===== src/rtl/ac3sfp_pkg.sv =====
`default_nettype none

package ac3sfp_pkg;

    // Parse phases, also shown on the phase output.
    localparam logic [1:0] PH_HUNT = 2'd0;
    localparam logic [1:0] PH_HEAD = 2'd1;
    localparam logic [1:0] PH_BODY = 2'd2;

    // Status codes carried with each output word.
    localparam logic [1:0] ST_NONE    = 2'd0;
    localparam logic [1:0] ST_VALID   = 2'd1;
    localparam logic [1:0] ST_INVALID = 2'd2;
    localparam logic [1:0] ST_GAP     = 2'd3;

    // Sync word bytes in stream order.
    localparam logic [7:0] SYNC_FIRST  = 8'h0B;
    localparam logic [7:0] SYNC_SECOND = 8'h77;

    // Header byte positions.
    localparam logic [11:0] HDR_FIRST_IDX = 12'd2;
    localparam logic [11:0] HDR_FS_IDX    = 12'd4;
    localparam logic [11:0] HDR_LAST_IDX  = 12'd6;
    localparam logic [11:0] HDR_LEN       = 12'd7;

    localparam logic [15:0] SKIP_MAX      = 16'hFFFF;
    localparam logic [15:0] MAX_GAP_RESET = 16'd32768;

    // Sample rate codes and frame size code limit.
    localparam logic [1:0] FS_48K      = 2'd0;
    localparam logic [1:0] FS_44K      = 2'd1;
    localparam logic [1:0] FS_32K      = 2'd2;
    localparam logic [1:0] FS_RESERVED = 2'd3;
    localparam logic [5:0] CODE_COUNT  = 6'd38;

    // At 48 kHz and 32 kHz the frame duration does not depend on the bitrate.
    localparam logic [25:0] DUR_48K = 26'd32000000;
    localparam logic [25:0] DUR_32K = 26'd48000000;

    localparam logic [9:0] KBPS_ROM [38] = '{
        10'd32,  10'd32,  10'd40,  10'd40,  10'd48,  10'd48,  10'd56,  10'd56,
        10'd64,  10'd64,  10'd80,  10'd80,  10'd96,  10'd96,  10'd112, 10'd112,
        10'd128, 10'd128, 10'd160, 10'd160, 10'd192, 10'd192, 10'd224, 10'd224,
        10'd256, 10'd256, 10'd320, 10'd320, 10'd384, 10'd384, 10'd448, 10'd448,
        10'd512, 10'd512, 10'd576, 10'd576, 10'd640, 10'd640
    };

    // Word counts at 44.1 kHz; the other rates are two and three words per kbit/s.
    localparam logic [10:0] WORDS_44K_ROM [38] = '{
        11'd69,   11'd70,   11'd87,   11'd88,   11'd104,  11'd105,  11'd121,  11'd122,
        11'd139,  11'd140,  11'd174,  11'd175,  11'd208,  11'd209,  11'd243,  11'd244,
        11'd278,  11'd279,  11'd348,  11'd349,  11'd417,  11'd418,  11'd487,  11'd488,
        11'd557,  11'd558,  11'd696,  11'd697,  11'd835,  11'd836,  11'd975,  11'd976,
        11'd1114, 11'd1115, 11'd1253, 11'd1254, 11'd1393, 11'd1394
    };

    // Frame duration in ns at 44.1 kHz, bytes * 8000000 / kbps truncated.
    localparam logic [25:0] DUR_44K_ROM [38] = '{
        26'd34500000, 26'd35000000, 26'd34800000, 26'd35200000,
        26'd34666666, 26'd35000000, 26'd34571428, 26'd34857142,
        26'd34750000, 26'd35000000, 26'd34800000, 26'd35000000,
        26'd34666666, 26'd34833333, 26'd34714285, 26'd34857142,
        26'd34750000, 26'd34875000, 26'd34800000, 26'd34900000,
        26'd34750000, 26'd34833333, 26'd34785714, 26'd34857142,
        26'd34812500, 26'd34875000, 26'd34800000, 26'd34850000,
        26'd34791666, 26'd34833333, 26'd34821428, 26'd34857142,
        26'd34812500, 26'd34843750, 26'd34805555, 26'd34833333,
        26'd34825000, 26'd34850000
    };

    // Full-bandwidth channels for each audio coding mode.
    localparam logic [2:0] CHAN_ROM [8] = '{
        3'd2, 3'd1, 3'd2, 3'd3, 3'd3, 3'd4, 3'd4, 3'd5
    };

    // Decoded header fields handed from the decoder to the parser core.
    typedef struct packed {
        logic        ok;
        logic [1:0]  fs;
        logic [9:0]  kbps;
        logic [11:0] bytes;
        logic [2:0]  channels;
        logic        lfe;
        logic [25:0] duration;
    } dec_t;

    // One output word.
    typedef struct packed {
        logic [7:0]  byte_out;
        logic [1:0]  phase;
        logic [1:0]  status;
        logic        frame_end;
        logic [1:0]  sample_rate_code;
        logic [9:0]  bitrate_kbps;
        logic [11:0] frame_bytes;
        logic [2:0]  channels;
        logic        lfe;
        logic [25:0] duration_ns;
        logic [15:0] skipped_bytes;
    } res_t;

    function automatic logic [9:0] kbps_lookup(input logic [5:0] code);
        logic [9:0] v;
        v = '0;
        if (code < CODE_COUNT)
            v = KBPS_ROM[code];
        return v;
    endfunction

    function automatic logic [10:0] words_lookup(input logic [1:0] fs,
                                                 input logic [5:0] code);
        logic [10:0] k;
        logic [10:0] v;
        k = {1'b0, kbps_lookup(code)};
        v = '0;
        case (fs)
            FS_48K: v = {k[9:0], 1'b0};
            FS_44K: if (code < CODE_COUNT) v = WORDS_44K_ROM[code];
            FS_32K: v = k * 11'd3;
            default: v = '0;
        endcase
        return v;
    endfunction

    function automatic logic [25:0] dur_lookup(input logic [1:0] fs,
                                               input logic [5:0] code);
        logic [25:0] v;
        v = '0;
        case (fs)
            FS_48K: v = DUR_48K;
            FS_44K: if (code < CODE_COUNT) v = DUR_44K_ROM[code];
            FS_32K: v = DUR_32K;
            default: v = '0;
        endcase
        return v;
    endfunction

endpackage

`default_nettype wire


===== src/rtl/ac3sfp_decode.sv =====
`default_nettype none

module ac3sfp_decode #(
    parameter int MAX_FRAME_BYTES = 3840
) (
    input  wire logic [7:0]        hdr4,
    input  wire logic [7:0]        hdr6,
    output ac3sfp_pkg::dec_t       dec
);

    localparam logic [12:0] MaxBytes = 13'(MAX_FRAME_BYTES);

    logic [1:0]  fs;
    logic [5:0]  code;
    logic [2:0]  acmod;
    logic [11:0] bytes;
    logic [1:0]  extra;
    logic        lfe_bit;

    assign fs    = hdr4[7:6];
    assign code  = hdr4[5:0];
    assign acmod = hdr6[7:5];
    assign bytes = {ac3sfp_pkg::words_lookup(fs, code), 1'b0};

    // Count the 2-bit mix level fields that precede the LFE bit.
    always_comb
    begin
        extra = 2'd0;
        if (acmod[0] && (acmod != 3'd1))
            extra = extra + 2'd1;
        if (acmod[2])
            extra = extra + 2'd1;
        if (acmod == 3'd2)
            extra = extra + 2'd1;
    end

    // Pick the LFE bit after those fields.
    always_comb
    begin
        case (extra)
            2'd0:    lfe_bit = hdr6[4];
            2'd1:    lfe_bit = hdr6[2];
            2'd2:    lfe_bit = hdr6[0];
            default: lfe_bit = hdr6[0];
        endcase
    end

    // Header fields from the ROM tables.
    always_comb
    begin
        dec.ok       = (fs != ac3sfp_pkg::FS_RESERVED) && (code < ac3sfp_pkg::CODE_COUNT)
                       && ({1'b0, bytes} <= MaxBytes);
        dec.fs       = fs;
        dec.kbps     = ac3sfp_pkg::kbps_lookup(code);
        dec.bytes    = bytes;
        dec.channels = ac3sfp_pkg::CHAN_ROM[acmod] + {2'b00, lfe_bit};
        dec.lfe      = lfe_bit;
        dec.duration = ac3sfp_pkg::dur_lookup(fs, code);
    end

endmodule

`default_nettype wire


===== src/rtl/ac3sfp_core.sv =====
`default_nettype none

module ac3sfp_core #(
    parameter int MAX_FRAME_BYTES = 3840
) (
    input  wire logic              clk,
    input  wire logic              rst_n,
    input  wire logic              step,
    input  wire logic [7:0]        byte_in,
    input  wire logic [15:0]       max_gap,
    output ac3sfp_pkg::res_t       res
);

    logic [1:0]  phase_reg,      phase_next;
    logic [7:0]  prev_reg,       prev_next;
    logic        prev_valid_reg, prev_valid_next;
    logic [7:0]  hdr4_reg,       hdr4_next;
    logic [11:0] index_reg,      index_next;
    logic [11:0] flen_reg,       flen_next;
    logic [15:0] skip_reg,       skip_next;

    logic [11:0]       index_inc;
    logic [15:0]       skip_inc;
    ac3sfp_pkg::dec_t  dec;

    // Header byte 6, the last one, arrives as the current byte.
    ac3sfp_decode #(
        .MAX_FRAME_BYTES (MAX_FRAME_BYTES)
    ) u_decode (
        .hdr4 (hdr4_reg),
        .hdr6 (byte_in),
        .dec  (dec)
    );

    assign index_inc = index_reg + 12'd1;
    assign skip_inc  = skip_reg + 16'd1;

    // Per-byte parse step and result word.
    always_comb
    begin
        phase_next      = phase_reg;
        prev_next       = prev_reg;
        prev_valid_next = prev_valid_reg;
        hdr4_next       = hdr4_reg;
        index_next      = index_reg;
        flen_next       = flen_reg;
        skip_next       = skip_reg;
        res             = '0;
        res.byte_out    = byte_in;

        case (phase_reg)
            ac3sfp_pkg::PH_HEAD:
            begin
                res.phase  = ac3sfp_pkg::PH_HEAD;
                index_next = index_inc;
                if (index_reg == ac3sfp_pkg::HDR_FS_IDX)
                    hdr4_next = byte_in;
                if (index_reg == ac3sfp_pkg::HDR_LAST_IDX)
                begin
                    res.skipped_bytes = skip_reg;
                    skip_next         = '0;
                    if (dec.ok)
                    begin
                        res.status           = ac3sfp_pkg::ST_VALID;
                        res.sample_rate_code = dec.fs;
                        res.bitrate_kbps     = dec.kbps;
                        res.frame_bytes      = dec.bytes;
                        res.channels         = dec.channels;
                        res.lfe              = dec.lfe;
                        res.duration_ns      = dec.duration;
                        phase_next           = ac3sfp_pkg::PH_BODY;
                        index_next           = ac3sfp_pkg::HDR_LEN;
                        flen_next            = dec.bytes;
                    end
                    else
                    begin
                        // This byte may still open the next sync word.
                        res.status      = ac3sfp_pkg::ST_INVALID;
                        phase_next      = ac3sfp_pkg::PH_HUNT;
                        index_next      = '0;
                        prev_next       = byte_in;
                        prev_valid_next = 1'b1;
                    end
                end
            end

            ac3sfp_pkg::PH_BODY:
            begin
                res.phase  = ac3sfp_pkg::PH_BODY;
                index_next = index_inc;
                if (index_inc >= flen_reg)
                begin
                    res.frame_end   = 1'b1;
                    phase_next      = ac3sfp_pkg::PH_HUNT;
                    index_next      = '0;
                    prev_valid_next = 1'b0;
                end
            end

            default:
            begin
                phase_next = ac3sfp_pkg::PH_HUNT;
                if (prev_valid_reg && (prev_reg == ac3sfp_pkg::SYNC_FIRST)
                    && (byte_in == ac3sfp_pkg::SYNC_SECOND))
                begin
                    res.phase       = ac3sfp_pkg::PH_HEAD;
                    phase_next      = ac3sfp_pkg::PH_HEAD;
                    index_next      = ac3sfp_pkg::HDR_FIRST_IDX;
                    prev_valid_next = 1'b0;
                end
                else
                begin
                    // The previous byte is now known to be skipped.
                    res.skipped_bytes = skip_reg;
                    if (prev_valid_reg && (skip_reg != ac3sfp_pkg::SKIP_MAX))
                    begin
                        skip_next         = skip_inc;
                        res.skipped_bytes = skip_inc;
                        if (skip_inc == max_gap)
                            res.status = ac3sfp_pkg::ST_GAP;
                    end
                    prev_next       = byte_in;
                    prev_valid_next = 1'b1;
                end
            end
        endcase
    end

    // Control state.
    always_ff @(posedge clk or negedge rst_n)
    begin
        if (!rst_n)
        begin
            phase_reg      <= ac3sfp_pkg::PH_HUNT;
            prev_reg       <= '0;
            prev_valid_reg <= 1'b0;
            index_reg      <= '0;
            flen_reg       <= '0;
            skip_reg       <= '0;
        end
        else if (step)
        begin
            phase_reg      <= phase_next;
            prev_reg       <= prev_next;
            prev_valid_reg <= prev_valid_next;
            index_reg      <= index_next;
            flen_reg       <= flen_next;
            skip_reg       <= skip_next;
        end
    end

    // Stored header byte, written before it is read.
    always_ff @(posedge clk)
    begin
        if (step)
            hdr4_reg <= hdr4_next;
    end

endmodule

`default_nettype wire


===== src/rtl/ac3_sync_frame_parser_unit.sv =====
`default_nettype none

// Channel   Direction  Handshake             Payload
// in        input      in_valid / in_stall   data_byte
// out       output     out_valid / out_stall byte_out .. skipped_bytes
// cfg       input      cfg_valid / cfg_ready cfg_data (max_gap)
//
// One byte per cycle sustained while the output is not stalled; an accepted byte
// passes the input register, then the result register, before it shows on the output.
// The parse step between the two registers is one table lookup and a counter
// update, so the input register drains whenever the result register is free.
// Reset clears the parse state and sets max_gap to 32768; no clearing pass.
// A stall on the output holds the result word and, when the input register is full, the input.
module ac3_sync_frame_parser_unit #(
    parameter int MAX_FRAME_BYTES = 3840
) (
    input  wire logic        clk,
    input  wire logic        rst_n,
    input  wire logic        in_valid,
    output wire logic        in_stall,
    input  wire logic [7:0]  data_byte,
    output wire logic        out_valid,
    input  wire logic        out_stall,
    output wire logic [7:0]  byte_out,
    output wire logic [1:0]  phase,
    output wire logic [1:0]  status,
    output wire logic        frame_end,
    output wire logic [1:0]  sample_rate_code,
    output wire logic [9:0]  bitrate_kbps,
    output wire logic [11:0] frame_bytes,
    output wire logic [2:0]  channels,
    output wire logic        lfe,
    output wire logic [25:0] duration_ns,
    output wire logic [15:0] skipped_bytes,
    input  wire logic        cfg_valid,
    output wire logic        cfg_ready,
    input  wire logic [15:0] cfg_data
);

    logic              inb_valid_reg, inb_valid_next;
    logic [7:0]        inb_byte_reg;
    logic              out_valid_reg, out_valid_next;
    ac3sfp_pkg::res_t  out_word_reg;
    logic [15:0]       max_gap_reg;
    logic              out_free;
    logic              advance;
    logic              in_accept;
    ac3sfp_pkg::res_t  core_res;

    assign out_free  = !out_valid_reg || !out_stall;
    assign advance   = inb_valid_reg && out_free;
    assign in_stall  = inb_valid_reg && !out_free;
    assign in_accept = in_valid && !in_stall;
    assign cfg_ready = 1'b1;

    ac3sfp_core #(
        .MAX_FRAME_BYTES (MAX_FRAME_BYTES)
    ) u_core (
        .clk     (clk),
        .rst_n   (rst_n),
        .step    (advance),
        .byte_in (inb_byte_reg),
        .max_gap (max_gap_reg),
        .res     (core_res)
    );

    // Input register occupancy.
    always_comb
    begin
        inb_valid_next = inb_valid_reg;
        if (in_accept)
            inb_valid_next = 1'b1;
        else if (advance)
            inb_valid_next = 1'b0;
    end

    // Result register occupancy.
    always_comb
    begin
        out_valid_next = out_valid_reg;
        if (out_free)
            out_valid_next = advance;
    end

    always_ff @(posedge clk or negedge rst_n)
    begin
        if (!rst_n)
        begin
            inb_valid_reg <= 1'b0;
            out_valid_reg <= 1'b0;
            max_gap_reg   <= ac3sfp_pkg::MAX_GAP_RESET;
        end
        else
        begin
            inb_valid_reg <= inb_valid_next;
            out_valid_reg <= out_valid_next;
            if (cfg_valid && cfg_ready)
                max_gap_reg <= cfg_data;
        end
    end

    // Payload registers.
    always_ff @(posedge clk)
    begin
        if (in_accept)
            inb_byte_reg <= data_byte;
        if (advance)
            out_word_reg <= core_res;
    end

    assign out_valid        = out_valid_reg;
    assign byte_out         = out_word_reg.byte_out;
    assign phase            = out_word_reg.phase;
    assign status           = out_word_reg.status;
    assign frame_end        = out_word_reg.frame_end;
    assign sample_rate_code = out_word_reg.sample_rate_code;
    assign bitrate_kbps     = out_word_reg.bitrate_kbps;
    assign frame_bytes      = out_word_reg.frame_bytes;
    assign channels         = out_word_reg.channels;
    assign lfe              = out_word_reg.lfe;
    assign duration_ns      = out_word_reg.duration_ns;
    assign skipped_bytes    = out_word_reg.skipped_bytes;

endmodule

`default_nettype wire


===== config.mk =====
export PLATFORM = sky130hd
export DESIGN_NAME = ac3_sync_frame_parser_unit
export DESIGN_NICKNAME = d
export VERILOG_FILES = /design/src/rtl/ac3sfp_pkg.sv /design/src/rtl/ac3sfp_decode.sv /design/src/rtl/ac3sfp_core.sv /design/src/rtl/ac3_sync_frame_parser_unit.sv
export SDC_FILE = /design/constraint.sdc
export NUM_CORES = 1
export LEC_CHECK = 0
export BUFFER_PORTS_ARGS = -buffer_cell sky130_fd_sc_hd__clkbuf_2
export CORE_MARGIN = 2
export CORE_UTILIZATION = 48
export CTS_CLUSTER_DIAMETER = 200
export CTS_CLUSTER_SIZE = 14
export DETAILED_ROUTE_END_ITERATION = 8
export GPL_ROUTABILITY_DRIVEN = 0
export PLACE_DENSITY = 0.68
export SLEW_MARGIN = 20
export SYNTH_ARGS = -nofsm -noshare
export SYNTH_HDL_FRONTEND = slang
export SYNTH_SLANG_ARGS = --single-unit

===== constraint.sdc =====
create_clock -name clk -period 6 [get_ports clk]
set_input_delay 0.6 -clock clk [delete_from_list [all_inputs] [get_ports clk]]
set_output_delay 0.6 -clock clk [all_outputs]
set_load 0.03 [all_outputs]

Word level (Yosys, flattened, before mapping)
Memory sizes are Yosys's and may differ from the RTL's.
Index checks and enable logic that the tools add are counted.
Word-level totals
  flip-flop bits (word level): 167
  latch bits: 0
  bits in writable memories: 0
  memory bits (read-only): 3032
  output and inout port bits: 86
  word-level logic and storage cells: 139
  memories: 4
Memories
  (no name shown): depth 64, bits a word 26, read ports 1, clocked after Yosys merged registers in 0, wr ports 0, RTL line ac3sfp_pkg.sv:131  | FS_44K: if (code < CODE_COUNT) v = DUR_44K_ROM[code];
  (no name shown): depth 64, bits a word 11, read ports 1, clocked after Yosys merged registers in 0, wr ports 0, RTL line ac3sfp_pkg.sv:118  | FS_44K: if (code < CODE_COUNT) v = WORDS_44K_ROM[code];
  (no name shown): depth 64, bits a word 10, read ports 1, clocked after Yosys merged registers in 0, wr ports 0, RTL line ac3sfp_pkg.sv:106  | v = KBPS_ROM[code];
  (no name shown): depth 8, bits a word 3, read ports 1, clocked after Yosys merged registers in 0, wr ports 0, RTL line ac3sfp_decode.sv:56  | dec.channels = ac3sfp_pkg::CHAN_ROM[acmod] + {2'b00, lfe_bit};
Cells by class
  $add $sub $neg: 5
  multipliers: 1
  div/mod/pow operators: 0
  order comparisons: 5
  equality and inequality tests: 18
  shifts and indexed selects: 0
  mux-type cells: 53
  bitwise gates (word level): 3
  reductions and logical operators: 27
Operator list (number)
  2-to-1 mux 16 bit: 5
  2-to-1 mux 26 bit: 3
  case mux 26 bit (3 select lines): 1
  case mux 16 bit (2 select lines): 2
  2-to-1 mux 12 bit: 3
  2-to-1 mux 11 bit: 3
  case mux 11 bit (3 select lines): 1
  2-to-1 mux 10 bit: 3
  equality test 12 x 3 -> 1 bit (second input constant): 2
  2-to-1 mux 8 bit: 3
  case mux 12 bit (2 select lines): 1
  2-to-1 mux 2 bit: 10
  adder 16 x 1 -> 16 bit (second input constant): 1
  equality test 16 bit: 1
  inequality test 16 bit (second input constant): 1
  case mux 8 bit (2 select lines): 1
  adder 12 x 1 -> 12 bit (second input constant): 1
  greater-or-equal comparator 12 bit: 1
  <= comparator 12 bit (second input constant): 1
  case mux 2 bit (2 select lines): 3
  AND reduction 4 bit: 3
  multiplier 10 x 2 -> 11 bit (second input constant): 1
  logical AND 1 bit: 9
  2-to-1 mux 1 bit: 9
  26 further kinds: 43

Longest topological paths before layout
Gate-level depths: netlist of run 1.
  depth after elaboration: 12
  gate-level depth with buffers: 20

Modules after synthesis
Synthesis of run 1 repeated with hierarchy kept, for this count alone.
Second synthesis, totals
  cell total of the unflattened synthesis: 1025
  area total of the unflattened synthesis: 10344.9 um^2
By module, submodules not included
  ac3sfp_core: times used 1, cells each 533, area an instance 4649.5 um^2
  ac3_sync_frame_parser_unit: times used 1, cells each 135, area an instance 3480.8 um^2
  ac3sfp_decode: times used 1, cells each 357, area an instance 2214.6 um^2

Worst setup path after synthesis of run 1
Ideal clock, no wire load.
  kind: reg2reg
  start: register u_core.hdr4_reg[2]
  end: register out_word_reg, in the netlist sample_rate_code[0] (data pin)
  arrival: 4.198 ns
  slack: 1.536 ns
  cell stages (with the launch flop): 20
  buffers on the path: 5
  cells stage by stage: edfxtp_1 -> clkbuf_1 -> inv_1 -> buf_1 -> ha_1 -> nor3_1 -> a31oi_1 -> xor2_1 -> ha_1 -> nor2_1 -> mux2_2 -> a222oi_1 -> xor2_1 -> a22oi_1 -> a2111o_1 -> buf_2 -> o31ai_4 -> buf_4 -> buf_2 -> nor2_1
Between the ends
  longest elaborated chain between the ends: 10
RTL lines
  from (decl): RTL line ac3sfp_core.sv:17  | logic [7:0] hdr4_reg, hdr4_next;
  from (signal assigned): RTL line ac3sfp_core.sv:156  | hdr4_reg <= hdr4_next;
  inverter 6 -> 7 bit (implied by the code): RTL line ac3sfp_pkg.sv:106, ac3sfp_pkg.sv:118
  memory (64 x 10 bit)
  2-to-1 mux 10 bit (2 in series)
  2-to-1 mux 10 bit: RTL line ac3sfp_pkg.sv:105  | if (code < CODE_COUNT)
  multiplier 10 x 2 -> 11 bit: RTL line ac3sfp_pkg.sv:119  | FS_32K: v = k * 11'd3;
  case mux 11 bit (3 select lines): RTL line ac3sfp_pkg.sv:116  | case (fs)
  <= comparator 12 bit: RTL line ac3sfp_decode.sv:52  | && ({1'b0, bytes} <= MaxBytes);
  logical AND 1 bit *: RTL line ac3sfp_decode.sv:52
  AND reduction 3 bit (no source line) *
  to (signal assigned): RTL line ac3_sync_frame_parser_unit.sv:108  | out_word_reg <= core_res;
  to (decl): RTL line ac3_sync_frame_parser_unit.sv:43  | ac3sfp_pkg::res_t out_word_reg;
Every way passes the cells marked *; elsewhere a longest branch is shown, timed or not. The select of a mux whose other input is x is not followed.
A chain may end at the register's enable or synchronous reset.

==> impl_metrics.tcl, run 1 <==
set metrics [dict create \
    cts_resized 0 \
    p_per_area_nw_per_um2 267.4 \
    internal_power_w 0.002032 \
    vias 8535 \
    path_class "reg -> reg" \
    nets 1195 \
    crit_buf_inv 3 \
    hp-class "in -> reg" \
    critPathCaptureType "flop" \
    wire_per_inst_um 17.94 \
    async_flop_share_pct 42.24 \
    yosys_warnings 0 \
    max_cap_viol_count 0 \
    antennaDiodeCount 0 \
    die-area_sq_um 21810 \
    tightest_slew_ns 0.9315 \
    crit_path_start "u_core.hdr4_reg[5]" \
    start_util_pct 48.97 \
    synth_area_leaders "edfxtp_1 (28%), dfrtp_1 (17%), ha_1 (4.8%)" \
    ys.flop_type "edfxtp_1" \
    setup.worst_path.start_class "flop" \
    cp_max_fo 45 \
    wl_met2_um 11540 \
    numClockSinks 161 \
    swShare_pct 31.72 \
    pwr-share-seq_pct 46.9 \
    muxShareOfSynthArea_pct 3.813 \
    rows 52 \
    htreeDepth 4 \
    cts_made_buffers 17 \
    worstPathArrival_ns 5.18 \
    synth_compound_area_share_pct 19.05 \
    crit_family "compound AO/OA/AOI/OAI gates" \
    mappedNetlistArea_sq_um 9910 \
    synth_xor_area_share_pct 3.359 \
    final_cells 1411 \
    grt_overflow_total 0 \
    core_area_sq_um 20230 \
    insertion_delay_ns 0.43 \
    grt_pass1_vias 7722 \
    drt-total-wl_um 25320 \
    peakVddDrop_mv 0.2017 \
    r2r_slack_ns 0.99 \
    drt_iter0_drc 863 \
    cts_max_path_buffers 2 \
    rsz0062_at_grt "false" \
    switching_power_w 0.0009437 \
    status "finished clean" \
    whs_endpoint "inb_byte_reg[3]" \
    ys_ff_latch 161 \
    drc 0 \
    tns_ns 0 \
    syn_avg_cell_area_sq_um 9.331 \
    synth_top_cell_area_share_pct 28.18 \
    synth_edf_count 93 \
    die_y_um 147.7 \
    finClkSkew_ns 0.009273 \
    yosysUniqueCellTypes 79 \
    setup_violations 0 \
    synth.largest_area_cell "edfxtp_1" \
    antenna_found_initial 0 \
    synthSimpleGateAreaFrac_pct 17.84 \
    hold_viol 0 \
    clk_pin_slew_ns 0.07 \
    synthAdderAreaFrac_pct 4.798 \
    numPortBuffers 109 \
    power.leakage_nw 4.546 \
    wl_met3_um 1747 \
    num_io_pins 115 \
    die_x_um 147.7 \
    m1WireLength_um 11480 \
    crit_chain "buf_4 > nor2_1 > nand2_1 > inv_1 > ha_1 > ha_1 > nor2_1 > mux2_2 > a222oi_1 > xor2_1 > a22oi_1 > a2111o_1 > o31ai_4 > buf_12 > a2111oi_0" \
    ctsHoldBuffers 0 \
    worstHoldStart "data_byte[3]" \
    power_frac_comb_pct 18.6 \
    layout_setup_ws_ns 0.9922 \
    ys_seq_area_share_pct 45.37 \
    worst_path_largest_cell_delay_ns 0.66 \
    largest_reg_flops 24 \
    grt_pass1_wl_um 40890 \
    firstDrtPassIters 6 \
    grt_usage_pct 23.46 \
    hold-path-cell-count 1 \
    reg2reg_to "duration_ns[3]" \
    relSlewSlack_pct 37.42 \
    crit_required_ns 6.17 \
    synth_top_family_by_area "compound AO/OA/AOI/OAI gates" \
    syn-instance-count 1062 \
    cts_tree "built" \
    dp_hpwl_um 17630 \
    grt_max_degree 69 \
    viasPerCell 6.049 \
    reg2regPathDepth 15 \
    min_period_ns 5.008 \
    area_growth_syn_to_layout_pct 12.31 \
    p_clk_share_pct 34.5 \
    postCtsSetupBuffers 0 \
    dp.cells 1379 \
    timing.fmax_mhz 199.7 \
    drive_gt1_share_pct 17.53 \
    routed.top_layer "met4" \
    period_share_pct 83.46 \
    critPathSlowestCell "a2111o_1" \
    clockRootBuffer "clkbuf_16" \
    place_worst_setup_slack_ns 1.166 \
    postRouteAntennaNets 0 \
    fin_hold_ws_ns 0.3369 \
    r2r_start "u_core.hdr4_reg[5]" \
    drv_slew 0 \
]
-- cell families (layout without fill, tap and decap cells) --
kind of cell / after synthesis / count (layout)
AOI/OAI and AO/OA: 290 / 290
adders and majority gates: 38 / 38
buffers and inverters: 133 / 209
and+or+nand+nor: 368 / 368
muxes: 32 / 32
other: 2 / 5
DFF: 161 / 161
xor gates and xnor gates: 38 / 38
-- stage by stage --
step                power [W]  area [sq um]  utilization (%)
floorplan            0.001812          9921                -
global placement     0.001956         10570            52.25
detailed placement   0.001968         10570            52.25
CTS                  0.002994         11130            54.99
global route         0.003107         11130            55.00
finish               0.002976         11130            55.00
-- routing by layer --
metal	GRT usage (%)	up-vias
li1	-	4031
met1	34.16	4077
met2	35.79	382
met3	3.611	45
met4	8.269	0
met5	0	-
-- power by group through the flow --
stage | combinational (W) | sequential (W) | clock (W)
floorplan | 0.000344 | 0.00147 | 0
global placement | 0.000542 | 0.00141 | 0
detailed placement | 0.000553 | 0.00141 | 0
CTS | 0.000556 | 0.00139 | 0.00105
global route | 0.000605 | 0.00141 | 0.00109
finish | 0.000553 | 0.00139 | 0.00103
-- synth_stat cells, types with 4 or more instances --
library cell and number:
nand2_1 110, edfxtp_1 93, nor2_1 87, a21oi_1 73
o21ai_0 70, dfrtp_1 67, inv_1 51, clkbuf_1 49
nand3_1 44, ha_1 38, nor3_1 31, a31oi_1 21
mux2_2 20, xnor2_1 20, xor2_1 18, nand2b_1 16
nand4_1 16, o31ai_1 16, nor2b_1 15, o211ai_1 15
buf_2 13, a211oi_1 10, buf_1 9, buf_4 9
nor4_1 9, a22o_1 8, o22ai_1 8, and3_1 7
mux2i_1 7, or4_1 7, a21o_1 6, or2_2 6
nor4b_1 5, o221ai_1 5, a2111oi_0 4, a211o_1 4
a221oi_1 4, a22oi_1 4, mux2_4 4
-- how the worst max path moves through the flow --
stage | endpoint | slack [ns] | depth (start not counted)
floorplan | sample_rate_code[0] | 1.54 | 19
global placement | u_core.flen_reg[1] | 1.30 | 14
detailed placement | duration_ns[3] | 1.17 | 15
CTS | duration_ns[3] | 1.12 | 15
global route | duration_ns[3] | 0.54 | 15
finish | duration_ns[3] | 0.99 | 15
-- worst reg2reg max path: cells and delay by family, from the launching register on --
family,cells,cell delay [ns]
flip-flops,1,0.58
AND/OR/NAND/NOR,3,0.73
adder cells (fa/ha/maj),2,0.42
buffers and inverters,3,0.59
multiplexers,1,0.26
AO/OA/AOI/OAI,5,2.05
XOR/XNOR,1,0.11
-- cells in the final DEF (no fill, tap or decap), drive strengths merged, types with 7 or more instances in the layout --
master | synthesis | final
nand2b | 16 | 16
o31ai | 17 | 17
mux2 | 24 | 24
a31oi | 21 | 21
buf | 33 | 18
xnor2 | 20 | 20
a21oi | 73 | 73
or4 | 7 | 7
xor2 | 18 | 18
o211ai | 15 | 15
nand3 | 44 | 44
o21ai | 72 | 72
a22o | 8 | 8
a211oi | 10 | 10
nor3 | 31 | 31
clkinv | 0 | 7
nor4 | 9 | 9
nand4 | 16 | 16
ha | 38 | 38
mux2i | 7 | 7
and3 | 8 | 8
edfxtp | 93 | 93
nor2b | 15 | 15
clkbuf | 49 | 126
nor2 | 87 | 87
o22ai | 8 | 8
dfrtp | 67 | 67
inv | 51 | 57
nand2 | 110 | 110
-- final cells by class --
| type | instances | area [sq um] |
|---|---|---|
| Clock buffer | 18 | 429.2 |
| Clock inverter | 14 | 125.1 |
| Fill cell | 1863 | 9105 |
| Inverter | 51 | 192.7 |
| Multi-Input combinational cell | 771 | 4863 |
| Sequential cell | 161 | 4496 |
| Tap cell | 270 | 337.8 |
| Timing Repair Buffer | 126 | 685.7 |
Power figures use the tool's default switching activity.
==> inputs of run 2 (changes only) <==
Settings changed: PLACE_DENSITY 0.68 to 0.7.
Clock period 6 ns to 4.5 ns, I/O delays scaled along.
==> run 2 against run 1 <==
Against the previous run: via count is 0.94% higher; critical endpoint is now u_core.flen_reg[1]; die area unchanged; flip-flop and latch count stayed put; power increased by 34%; sequential share of layout area down 0.47 points; core utilization rose by 0.65 points; largest power group unchanged.
==> impl_metrics.tcl, run 2 (synthesis gave the netlist of run 1 again) <==
set metrics [dict create \
    start_util_pct 48.97 \
    firstDrtPassIters 6 \
    cts_made_buffers 17 \
    period_share_pct 92.55 \
    grt_pass1_wl_um 41660 \
    crit_required_ns 4.81 \
    hp-class "in -> reg" \
    drc 0 \
    num_io_pins 115 \
    path_class "reg -> reg" \
    reg2regPathDepth 12 \
    grt_pass1_vias 7923 \
    min_period_ns 4.165 \
    r2r_start "u_core.hdr4_reg[3]" \
    die_y_um 147.7 \
    rsz0062_at_grt "false" \
    worstHoldStart "data_byte[2]" \
    final_common_cell "nand2_1" \
    reg2reg_to "u_core.flen_reg[1]" \
    largest_reg_flops 24 \
    grt_max_degree 69 \
    setup.worst_path.start_class "flop" \
    dp.cells 1396 \
    postCtsSetupBuffers 0 \
    core_area_sq_um 20230 \
    critPathCaptureType "flop" \
    whs_endpoint "inb_byte_reg[2]" \
    fin_hold_ws_ns 0.1881 \
    final_cell_mix "nand2_1 (110), clkbuf_2 (108), edfxtp_1 (93)" \
    antenna_found_initial 0 \
    area_growth_syn_to_layout_pct 13.64 \
    insertion_delay_ns 0.43 \
    drt_iter0_drc 967 \
    timing.fmax_mhz 240.1 \
    grt_overflow_total 0 \
    cts_max_path_buffers 2 \
    status "finished clean" \
    drt-total-wl_um 25400 \
    utilization_pct 55.65 \
    p_per_area_nw_per_um2 353.6 \
    drive_gt1_share_pct 18.48 \
    max_cap_viol_count 0 \
    hold-path-cell-count 1 \
    antennaDiodeCount 0 \
    postRouteAntennaNets 0 \
    r2r_slack_ns 0.34 \
    tightest_slew_ns 0.9110 \
    nets 1212 \
    vias 8615 \
    die_x_um 147.7 \
    fillCellCount 1816 \
    grt_usage_pct 23.76 \
    relSlewSlack_pct 39.27 \
    wire_per_inst_um 17.79 \
    clockRootBuffer "clkbuf_16" \
    finClkSkew_ns 0.01526 \
    clk_pin_slew_ns 0.07 \
    setup_violations 0 \
    final_cells 1428 \
    htreeDepth 4 \
    peakVddDrop_mv 0.2739 \
    power.leakage_nw 4.630 \
    rows 52 \
    hold_viol 0 \
    cp_max_fo 10 \
    worstPathArrival_ns 4.48 \
    numClockSinks 161 \
    cts_tree "built" \
    tns_ns 0 \
    drv_slew 0 \
    numPortBuffers 109 \
    die-area_sq_um 21810 \
    dp_hpwl_um 17730 \
    viasPerCell 6.033 \
]
run 2: cell count changes in the layout (fill, tap and decap cells not counted):
cell | before | now
inv_4 | 0 | 2
buf_6 | 0 | 2
inv_8 | 3 | 0
inv_6 | 4 | 3
clkinv_4 | 5 | 1
clkinvlp_4 | 1 | 2
clkbuf_1 | 1 | 3
nor2_2 | 1 | 0
clkinv_2 | 2 | 3
clkbuf_8 | 0 | 1
bufinv_16 | 0 | 1
nor2_1 | 86 | 87
buf_4 | 16 | 31
run 2: power by group:
group | total [W] | switching [W] | internal, W
registers | 0.00186 | 0.000133 | 0.00172
clock network | 0.00138 | 0.000599 | 0.000780
logic | 0.000745 | 0.000482 | 0.000263
total | 0.00398 | 0.00121 | 0.00277
run 2: how the worst max path moves through the flow:
stage          slack (ns)  depth (start not counted)                from             endpoint
2_1_floorplan        0.04                         19  u_core.hdr4_reg[2]  sample_rate_code[0]
3_3_place_gp         0.42                         12  u_core.hdr4_reg[3]   u_core.flen_reg[1]
3_5_place_dp         0.41                         14  u_core.hdr4_reg[5]   u_core.flen_reg[5]
4_1_cts              0.34                         14  u_core.hdr4_reg[5]   u_core.flen_reg[1]
5_1_grt              0.04                         15  u_core.hdr4_reg[3]       duration_ns[3]
6_report             0.34                         12  u_core.hdr4_reg[3]   u_core.flen_reg[1]
run 2: worst max-delay path, stage by stage, from the launching register on:
cell and delay (ns):
edfxtp_1 0.47, or4b_2 0.76, inv_1 0.10, ha_1 0.17
ha_1 0.23, nor2_1 0.06, mux2_2 0.26, a222oi_1 0.39
xor2_1 0.18, a22oi_1 0.11, a2111o_1 0.47, o31a_1 0.47
mux2_4 0.37
run 2: stage by stage:
step | area [sq um] | worst slack, ns | power [W]
finish | 11260 | 0.3351 | 0.003981
global route | 11260 | 0.03966 | 0.004168
CTS | 11250 | 0.3415 | 0.004004
detailed placement | 10700 | 0.4072 | 0.002625
global placement | 10700 | 0.4238 | 0.002610
floorplan | 9921 | 0.03575 | 0.002416
run 2: repair_timing:
| action | 4_1_cts | 5_1_grt |
|---|---|---|
| endpoints found under the hold margin | 0 | 0 |
| hold buffers | 0 | 0 |
| gates resized for setup | 0 | 2 |
| setup endpoints to repair | 0 | 5 |
run 2: layout make-up:
cell class / count / area (sq um) / share of cell area [%]
clock buffers: 21 / 450.4 / 4.000
clock inverters: 11 / 102.6 / 0.9111
inverters: 51 / 192.7 / 1.711
multi-input cells: 771 / 4861 / 43.17
flip-flops and latches: 161 / 4496 / 39.92
well taps: 270 / 337.8 / 3.000
repair buffers: 143 / 820.8 / 7.289
run 2: routing by layer:
layer | vias up | global-route usage (%) | share of wire, %
li1 | 4070 | - | -
met1 | 4062 | 33.62 | 44
met2 | 427 | 37.60 | 47
met3 | 56 | 3.735 | 7.3
met4 | 0 | 7.740 | 2.2
met5 | - | 0 | 0
==> inputs of run 3 (changes only) <==
--- a/config.mk
+++ b/config.mk
@@ -14,3 +14,3 @@
 export GPL_ROUTABILITY_DRIVEN = 0
-export PLACE_DENSITY = 0.7
+export PLACE_DENSITY = 0.71
 export SLEW_MARGIN = 20
==> constraint.sdc (replaced) <==
create_clock -name clk -period 4.5 [get_ports clk]
set_input_delay 0.9 -clock clk [delete_from_list [all_inputs] [get_ports clk]]
set_output_delay 0.9 -clock clk [all_outputs]
set_load 0.03 [all_outputs]
==> run 3 against run 2 <==
Against the previous run: register-to-register slack worse by 0.13 ns; flip-flop and latch count unchanged; combinational power about the same; via count down 0.27%; first-iteration DRC count up 3.9%; worst hold slack better by 0.31 ns; sequential power about the same; core utilization up 0.35 points; largest power group unchanged.
==> impl_metrics.tcl, run 3 (synthesis gave the netlist of run 1 again) <==
set metrics [dict create \
    status "finished clean" \
    rows 52 \
    antennaDiodeCount 0 \
    drt-total-wl_um 25500 \
    die-area_sq_um 21810 \
    htreeDepth 4 \
    grt_overflow_total 0 \
    fillCellCount 1798 \
    r2r_start "u_core.hdr4_reg[3]" \
    power.leakage_nw 4.667 \
    numClockSinks 161 \
    setup_violations 0 \
    whs_endpoint "out_valid" \
    tightest_slew_ns 0.9895 \
    largest_reg_flops 24 \
    drc 0 \
    antenna_found_initial 0 \
    core_area_sq_um 20230 \
    reg2reg_to "status[1]" \
    grt_pass1_vias 7839 \
    power_frac_comb_pct 18.4 \
    worstHoldStart "inb_valid_reg" \
    insertion_delay_ns 0.43 \
    r2r_slack_ns 0.21 \
    area_growth_syn_to_layout_pct 14.34 \
    clockRootBuffer "clkbuf_16" \
    rsz0062_at_grt "false" \
    nets 1216 \
    postCtsSetupBuffers 0 \
    tns_ns 0 \
    drive_gt1_share_pct 18.67 \
    internal_power_w 0.002836 \
    crit_required_ns 4.76 \
    die_x_um 147.7 \
    final_common_cell "nand2_1" \
    die_y_um 147.7 \
    grt_max_degree 69 \
    max_cap_viol_count 0 \
    postLayoutCellArea_sq_um 11330 \
    hp-class "reg -> reg" \
    drv_slew 0 \
    regArea_sq_um 4496 \
    path_class "reg -> reg" \
    cts_max_path_buffers 2 \
    pwr-share-seq_pct 46.2 \
    drt_iter0_drc 1005 \
    cts_tree "built" \
    hold-path-cell-count 1 \
    num_io_pins 115 \
    switching_power_w 0.001193 \
    start_util_pct 48.97 \
    dp_hpwl_um 17800 \
    critPathCaptureType "flop" \
    min_period_ns 4.292 \
    p_per_area_nw_per_um2 355.6 \
    timing.fmax_mhz 233.0 \
    swShare_pct 29.60 \
    ctsHoldBuffers 0 \
    hold_viol 0 \
    utilization_pct 56.00 \
    relSlewSlack_pct 33.74 \
    multi_input_area_sq_um 4861 \
    worstPathArrival_ns 4.55 \
    peakVddDrop_mv 0.2800 \
    firstDrtPassIters 5 \
    final_cell_mix "nand2_1 (110), clkbuf_2 (108), edfxtp_1 (93)" \
    clk_pin_slew_ns 0.06 \
    setup.worst_path.start_class "flop" \
    viasPerCell 6.000 \
    cts_made_buffers 17 \
    vias 8592 \
    postRouteAntennaNets 0 \
    finClkSkew_ns 0.01313 \
    reg2regPathDepth 14 \
    cts_resized 0 \
    place_area_sq_um 10760 \
    cp_max_fo 7 \
    p_clk_share_pct 35.4 \
    wire_per_inst_um 17.80 \
    period_share_pct 95.37 \
    numPortBuffers 109 \
    grt_usage_pct 23.46 \
    power_w 0.004029 \
    grt_pass1_wl_um 40990 \
]
run 3: changes by cell type in the layout (fill, tap and decap cells not counted), sizes merged:
cell	change
clkbuf	+1
bufinv	+1
clkinv	+2
inv	-4
buf	+4
run 3: critical path: stages (launching register included):
cell       delay [ns]
edfxtp_1         0.48
or4b_2           0.76
inv_1            0.10
ha_1             0.16
ha_1             0.24
nor2_1           0.06
mux2_2           0.27
a222oi_1         0.44
xor2_1           0.18
a22oi_1          0.13
buf_4            0.21
a2111oi_0        0.56
buf_4            0.24
a31oi_1          0.10
o21ai_0          0.19
run 3: cell type report:
| class | count | share of cell area, % |
|---|---|---|
| multi-input combinational | 771 | 42.90 |
| inverter | 51 | 1.701 |
| clock inverter | 10 | 0.9717 |
| timing repair buffer | 147 | 7.663 |
| sequential | 161 | 39.68 |
| tap | 270 | 2.981 |
| clock buffer | 22 | 4.108 |
run 3: how the worst max path moves through the flow:
stage	slack, ns	cells past startpoint	from	end
3_3_place_gp	0.40	13	u_core.hdr4_reg[3]	lfe
2_1_floorplan	0.04	19	u_core.hdr4_reg[2]	sample_rate_code[0]
3_5_place_dp	0.29	13	u_core.hdr4_reg[3]	lfe
6_report	0.21	14	u_core.hdr4_reg[3]	status[1]
5_1_grt	0.003	14	u_core.hdr4_reg[3]	u_core.flen_reg[8]
4_1_cts	0.27	13	u_core.hdr4_reg[3]	lfe
run 3: power groups by stage:
stage	clock, W	combinational (W)	sequential, W
final	0.00143	0.000742	0.00186
after global routing	0.00151	0.000818	0.00188
after CTS	0.00145	0.000742	0.00186
after detailed placement	0	0.000740	0.00189
after global placement	0	0.000724	0.00189
after floorplan	0	0.000458	0.00196
run 3: through the flow:
stage | instances | hold slack, ns | worst slack [ns]
finish | 1432 | 0.4987 | 0.2085
floorplan | 1065 | 0.4430 | 0.03575
global placement | 1400 | 0.4667 | 0.3971
global route | 1432 | 0.5207 | 0.002974
detailed placement | 1400 | 0.4899 | 0.2902
CTS | 1432 | 0.5020 | 0.2688
run 3: routing by layer:
metal | up-vias | global-route usage, % | part of all wire, % | routed length, um
li1 | 4069 | - | - | -
met1 | 4062 | 33.59 | 44 | 11300
met2 | 402 | 36.40 | 46 | 11720
met3 | 59 | 4.105 | 7.1 | 1819
met4 | 0 | 7.596 | 2.6 | 659
met5 | - | 0 | 0 | 0
